--- config.mk ---
export PLATFORM = sky130hd
export DESIGN_NAME = gn2d_blend
export DESIGN_NICKNAME = d
export VERILOG_FILES = /design/src/gn2d_pkg.sv /design/src/gn2d_blend.sv
export SDC_FILE = /design/constraint.sdc
export NUM_CORES = 2
export LEC_CHECK = 0
export ABC_AREA = 1
export BUFFER_PORTS_ARGS = -buffer_cell sky130_fd_sc_hd__buf_2
export CAP_MARGIN = 20
export CORE_MARGIN = 8
export CORE_UTILIZATION = 30
export DETAILED_ROUTE_END_ITERATION = 16
export SYNTH_ARGS = -nofsm -noshare
export SYNTH_HDL_FRONTEND = slang
export SYNTH_SLANG_ARGS = --single-unit
export TNS_END_PERCENT = 1
--- constraint.sdc ---
create_clock -name clk -period 17.64 [get_ports clk]
set_input_delay 0 -clock clk [delete_from_list [all_inputs] [get_ports clk]]
set_output_delay 0 -clock clk [all_outputs]
set_load 0.05 [all_outputs]
--- src/gn2d_pkg.sv ---
package gn2d_pkg;

    localparam int ANGLE_BITS      = 10;
    localparam int COORD_FRAC_BITS = 8;

    localparam int COORD_W     = 24;
    localparam int IDX_W       = COORD_W - COORD_FRAC_BITS;
    localparam int HASH_W      = 32;
    localparam int NUM_CORNERS = 4;
    localparam int OUT_W       = 8;

    localparam int QTR_BITS = ANGLE_BITS - 2;
    localparam int QTR_SIZE = 1 << QTR_BITS;
    localparam int MAG_W    = 15;
    localparam int GRAD_W   = MAG_W + 1;
    localparam int OFS_W    = COORD_FRAC_BITS + 1;
    localparam int DOT_W    = 14 + COORD_FRAC_BITS + 3;
    localparam int PROD_W   = DOT_W + COORD_FRAC_BITS + 2;
    localparam int NUM_W    = DOT_W + 9;
    localparam int OUT_SHIFT = 15 + COORD_FRAC_BITS;

    localparam logic [HASH_W-1:0] HASH_MUL_A = 32'd235134323;
    localparam logic [HASH_W-1:0] HASH_MUL_B = 32'd273491234;
    localparam logic [HASH_W-1:0] HASH_MUL_C = 32'd834567342;

    localparam longint HALF_PI_Q30 = 64'sd1686629713;
    localparam longint ONE_Q30     = 64'sd1 << 30;
    localparam longint HALF_SCALE  = 64'sd1 << (14 + COORD_FRAC_BITS);
    localparam logic [OUT_W-1:0] GREY_MAX = 8'd255;

    typedef enum logic [1:0] {
        QUAD_0 = 2'd0,
        QUAD_1 = 2'd1,
        QUAD_2 = 2'd2,
        QUAD_3 = 2'd3
    } quad_t;

    typedef logic [2*MAG_W-1:0] grad_rom_t [QTR_SIZE];

    typedef struct packed {
        logic                                   valid;
        logic [NUM_CORNERS-1:0][ANGLE_BITS-1:0] k;
        logic [COORD_FRAC_BITS-1:0]             fx;
        logic [COORD_FRAC_BITS-1:0]             fy;
    } hash_out_t;

    typedef struct packed {
        logic                              valid;
        logic [NUM_CORNERS-1:0][DOT_W-1:0] dot;
        logic [COORD_FRAC_BITS-1:0]        fx;
        logic [COORD_FRAC_BITS-1:0]        fy;
    } dot_out_t;

    function automatic logic [HASH_W-1:0] rot16(input logic [HASH_W-1:0] v);
        return {v[15:0], v[31:16]};
    endfunction

    function automatic longint q30_mul(input longint a, input longint b);
        return (a * b) >>> 30;
    endfunction

    // quarter-wave cosine and sine, taylor series in q30, rounded to q14
    function automatic logic [2*MAG_W-1:0] grad_entry(input logic [QTR_BITS-1:0] idx);
        longint r;
        longint t;
        longint t2;
        longint h;
        longint s;
        longint c;
        r  = longint'(idx) << (16 - ANGLE_BITS);
        t  = (r * HALF_PI_Q30) >>> 14;
        t2 = q30_mul(t, t);

        h = ONE_Q30 - q30_mul(t2, ONE_Q30) / 110;
        h = ONE_Q30 - q30_mul(t2, h) / 72;
        h = ONE_Q30 - q30_mul(t2, h) / 42;
        h = ONE_Q30 - q30_mul(t2, h) / 20;
        h = ONE_Q30 - q30_mul(t2, h) / 6;
        s = q30_mul(t, h);

        h = ONE_Q30 - q30_mul(t2, ONE_Q30) / 132;
        h = ONE_Q30 - q30_mul(t2, h) / 90;
        h = ONE_Q30 - q30_mul(t2, h) / 56;
        h = ONE_Q30 - q30_mul(t2, h) / 30;
        h = ONE_Q30 - q30_mul(t2, h) / 12;
        c = ONE_Q30 - q30_mul(t2, h) / 2;

        if (s < 0)
        begin
            s = 0;
        end
        if (c < 0)
        begin
            c = 0;
        end
        s = (s + (64'sd1 << 15)) >>> 16;
        c = (c + (64'sd1 << 15)) >>> 16;
        return {c[MAG_W-1:0], s[MAG_W-1:0]};
    endfunction

    function automatic grad_rom_t build_grad_rom();
        grad_rom_t rom;
        for (int i = 0; i < QTR_SIZE; i++)
        begin
            rom[i] = grad_entry(QTR_BITS'(i));
        end
        return rom;
    endfunction

    localparam grad_rom_t GRAD_ROM = build_grad_rom();

endpackage

--- src/gn2d_blend.sv ---
module gn2d_blend (
    input  logic                          clk,
    input  logic                          rst_n,
    input  gn2d_pkg::dot_out_t            dot_in,
    output logic [gn2d_pkg::OUT_W-1:0]    noise_value,
    output logic                          done
);
    import gn2d_pkg::*;

    function automatic logic signed [DOT_W-1:0] lerp(
        input logic signed [DOT_W-1:0]   n0,
        input logic signed [DOT_W-1:0]   n1,
        input logic [COORD_FRAC_BITS-1:0] w
    );
        logic signed [PROD_W-1:0] p;
        p = (PROD_W'(n1) - PROD_W'(n0)) * PROD_W'(signed'({1'b0, w}));
        return n0 + DOT_W'(p >>> COORD_FRAC_BITS);
    endfunction

    // stage 6: blend along x
    logic signed [DOT_W-1:0]    s6_i_next [2];
    logic                       s6_valid_reg;
    logic signed [DOT_W-1:0]    s6_i_reg [2];
    logic [COORD_FRAC_BITS-1:0] s6_fy_reg;

    // stage 7: blend along y
    logic signed [DOT_W-1:0]    s7_v_next;
    logic                       s7_valid_reg;
    logic signed [DOT_W-1:0]    s7_v_reg;

    // stage 8: scale and clamp to grey level
    logic signed [NUM_W-1:0]    num;
    logic [OUT_W-1:0]           noise_next;
    logic                       done_reg;
    logic [OUT_W-1:0]           noise_reg;

    always_comb
    begin
        s6_i_next[0] = lerp(signed'(dot_in.dot[0]), signed'(dot_in.dot[1]), dot_in.fx);
        s6_i_next[1] = lerp(signed'(dot_in.dot[2]), signed'(dot_in.dot[3]), dot_in.fx);
        s7_v_next    = lerp(s6_i_reg[0], s6_i_reg[1], s6_fy_reg);
    end

    always_comb
    begin
        num = (NUM_W'(s7_v_reg) + NUM_W'(HALF_SCALE)) * NUM_W'(signed'({1'b0, GREY_MAX}));
        priority if (num[NUM_W-1])
        begin
            noise_next = '0;
        end
        else if (|num[NUM_W-2:OUT_SHIFT+OUT_W])
        begin
            noise_next = GREY_MAX;
        end
        else
        begin
            noise_next = num[OUT_SHIFT +: OUT_W];
        end
    end

    always_ff @(posedge clk or negedge rst_n)
    begin
        if (!rst_n)
        begin
            s6_valid_reg <= 1'b0;
            s7_valid_reg <= 1'b0;
            done_reg     <= 1'b0;
        end
        else
        begin
            s6_valid_reg <= dot_in.valid;
            s7_valid_reg <= s6_valid_reg;
            done_reg     <= s7_valid_reg;
        end
    end

    always_ff @(posedge clk)
    begin
        if (dot_in.valid)
        begin
            s6_i_reg  <= s6_i_next;
            s6_fy_reg <= dot_in.fy;
        end
        if (s6_valid_reg)
        begin
            s7_v_reg <= s7_v_next;
        end
        if (s7_valid_reg)
        begin
            noise_reg <= noise_next;
        end
    end

    assign noise_value = noise_reg;
    assign done        = done_reg;

endmodule

==> results.md <==
- Status: complete, no violations
- R2R setup slack: 9.27 ns
- Drt wl/cell: 16.9 µm
- Required time of the critical path: 17.80 ns
- Largest net degree at the start of global routing: 60
- IO Port Bufs: 127
- DR pass1 iterations: 6
- CP max stage delay: 0.57 ns
- Initial Util: 30.1%
- Critical path arrival: 8.53 ns
- Synthesis-stage register bit count: 94
- Hold bufs inserted after CTS: 10
- Reg2reg path depth: 40
- Syn_area_per_cell: 7.55 µm²
- Filler Cells Inserted: 13,300
- FFs w/ async S/R, synth: 3.19%
- Hold_sp: dot_in[66]
- CP endpoint kind: flip-flop
- Worst R2R End: s7_v_reg[24]$_DFFE_PP_
- Max H-tree Level: 3
- Antenna violations before repair: 6
- Max_slew headroom: 29.7%
- Die H: 370 µm
- Post-cts gate resize count: 0
- P&R area growth vs syn: 7.96%
- Area leader, netlist: fa_1
- HPWL after DPL: 99,400 µm
- Drt initial violations: 1,871
- Worst hold path type: in -> reg
- Area of the multi-input gates: 0.0298 mm²
- Hold Path End: s6_i_reg[0]$_DFFE_PP_
- Post-CTS Setup Bufs: 0
- First-pass GRT wire length: 185,000 µm
- Antenna Violating Nets Remaining: 0
- Fmax: 120 MHz
- Seq/Total Area, Yosys: 7.46%
- Gr usage total: 16.8%
- DIE WIDTH: 370 µm
- Pins Over Slew Limit: 0
- Row count: 130
- Largest register FFs: 50
- Clk Tree Root Cell: clkbuf_16
- Clock insertion delay at the later pin of the skew report: 0.40 ns
- Max Buffers Root-to-Sink: 2
- Final Cycle Share: 47.4%
- Min cycle time layout: 8.37 ns
- Cts bufs inserted: 9
- Detailed-route DRC error count: 0
- Post-DR vias/cell: 4.74
- RSZ-0062 raised after global routing: false
- Max-Cap Viols: 0
- Critical path fanouts, max: 7
- GR Overflow Total: 0
- Startpoint Class: flip-flop
- Top cell type's share of synthesized area: 31.5%
- Total core area: 0.125 mm²
- Area of the die: 0.137 mm²
- Vias: 32,000
- Crit-path slowest cell: fa_1
- Number of distinct library cell variants in the gate-level netlist after synthesis: 63
- Ratio of cells with drive above 1 in the final layout: 5.51%
- Met3 Resource Use GR: 1.43%
- Final setup fails: 0
- Worst slew pin tran: 1.05 ns
- Register area: 0.00281 mm²
- Most frequent CP cell: nand2_1
- Final Skew: 0.0275 ns
- Top FF cell, synth: edfxtp_1
- Clk sinks: 94
- Busiest layer in global routing: met2
- Total Nets Final: 6,199
- Clk pin slew, worst setup/hold paths: 0.09 ns
- Final Hold Vio Count: 0
- Final Routed Wirelength: 114,000 µm
- Hold Path Depth: 2
- Post-Synthesis Cells: 4,981
- CTS tree: done
- Total Neg Setup Slack: 0 ns
- Synth top area cells: fa_1 (32%), ha_1 (14%), inv_1 (13%)
- Worst setup path class: reg -> reg
- Most common cell after layout, fill and taps aside: inv_1
- Reg2reg start: s6_i_reg[25]$_DFFE_PP_
- Met2 Track Usage GR: 29.4%
- Number of global-route vias before repair: 33,900
- Post-synth EDFFs: 91
- Syn Nets: 6,099
- IO Count: 128
- Most frequent cells in the layout: inv_1 (1,261), nand2_1 (850), fa_1 (592)
- Syn. warnings: 0
- GP Congestion: 0.946
- Met1 Usage GRT: 22.2%
- Synth Cell Area: 0.0376 mm²
==> per-stage QoR <==
stage                     util (%)  area (µm²)  setup WS [ns]  instances  hold slack, ns
after floorplan                  -       37600          10.68       4981          -0.296
after global placement        32.1       40200           9.31       6708          -0.191
after detailed placement      32.1       40200           9.31       6708          -0.190
after CTS                     32.4       40600           9.34       6734           0.126
after global routing          32.5       40600           8.66       6736           0.125
final                         32.5       40600           9.27       6738          0.0941
==> metal layers <==
layer / vias to the layer above / wire (µm)
li1: 15400 / -
met1: 15700 / 52100
met2: 728 / 54500
met3: 118 / 4430
met4: 0 / 2720
met5: - / 0
==> synthesized netlist by cell type (8+ instances only) <==
| cell type | number |
|---|---|
| o21ai_0 | 117 |
| xnor2_2 | 10 |
| nand2_1 | 850 |
| or2_1 | 44 |
| inv_2 | 11 |
| nand4_1 | 52 |
| fa_1 | 592 |
| inv_1 | 1261 |
| nor3_1 | 42 |
| clkbuf_1 | 56 |
| edfxtp_1 | 91 |
| nand3b_1 | 17 |
| nor4_1 | 16 |
| or2_2 | 29 |
| xnor2_1 | 70 |
| a221oi_1 | 9 |
| nand2_2 | 21 |
| nand3_1 | 154 |
| o21bai_1 | 33 |
| o211ai_1 | 10 |
| a31oi_1 | 30 |
| ha_1 | 407 |
| xor2_1 | 115 |
| o21ai_1 | 19 |
| a21oi_1 | 252 |
| a21oi_2 | 8 |
| o21a_1 | 16 |
| a21o_1 | 42 |
| nor2_1 | 515 |
==> critical path, delay by kind of cell (launching register included) <==
family | cells | cell delay, ns
simple gates | 16 | 1.51
flops | 1 | 0.48
compound gates | 8 | 1.75
buf+inv | 7 | 0.60
xor+xnor | 1 | 0.19
fa+ha+maj | 8 | 3.58
==> cell type report <==
| type | instances | area share, % |
|---|---|---|
| multi-input combinational | 3546 | 73.3 |
| inverter | 1279 | 11.8 |
| sequential | 94 | 6.91 |
| tap | 1650 | 5.08 |
| timing repair buffer | 151 | 2.12 |
| clock buffer | 9 | 0.555 |
| clock inverter | 7 | 0.213 |
| antenna | 2 | 0.0123 |
==> logic make-up after synthesis <==
kind of cell | count (synthesis) | synth area share (%)
buffers and inverters | 1341 | 13.4
flip-flops | 94 | 7.46
adder cells (fa/ha/maj) | 999 | 45.0
AO/OA/AOI/OAI | 577 | 9.01
XOR/XNOR | 202 | 5.10
AND/OR/NAND/NOR | 1768 | 20.0
==> worst max-delay path by stage <==
| stage | start | slack, ns | endpoint | depth (start not counted) |
|---|---|---|---|---|
| detailed placement | dot_in[16] | 9.31 | s6_i_reg[47]$_DFFE_PP_ | 41 |
| global route | s6_i_reg[25]$_DFFE_PP_ | 8.66 | s7_v_reg[24]$_DFFE_PP_ | 38 |
| finish | s6_i_reg[25]$_DFFE_PP_ | 9.27 | s7_v_reg[24]$_DFFE_PP_ | 40 |
| CTS | s6_i_reg[25]$_DFFE_PP_ | 9.34 | s7_v_reg[24]$_DFFE_PP_ | 40 |
| global placement | dot_in[16] | 9.31 | s6_i_reg[47]$_DFFE_PP_ | 41 |
| floorplan | s6_i_reg[25]$_DFFE_PP_ | 10.68 | s7_v_reg[24]$_DFFE_PP_ | 41 |
Power is left out: the tool's default activity adds up to more than one toggle a clock period on the data nets, which glitch-free logic cannot reach.
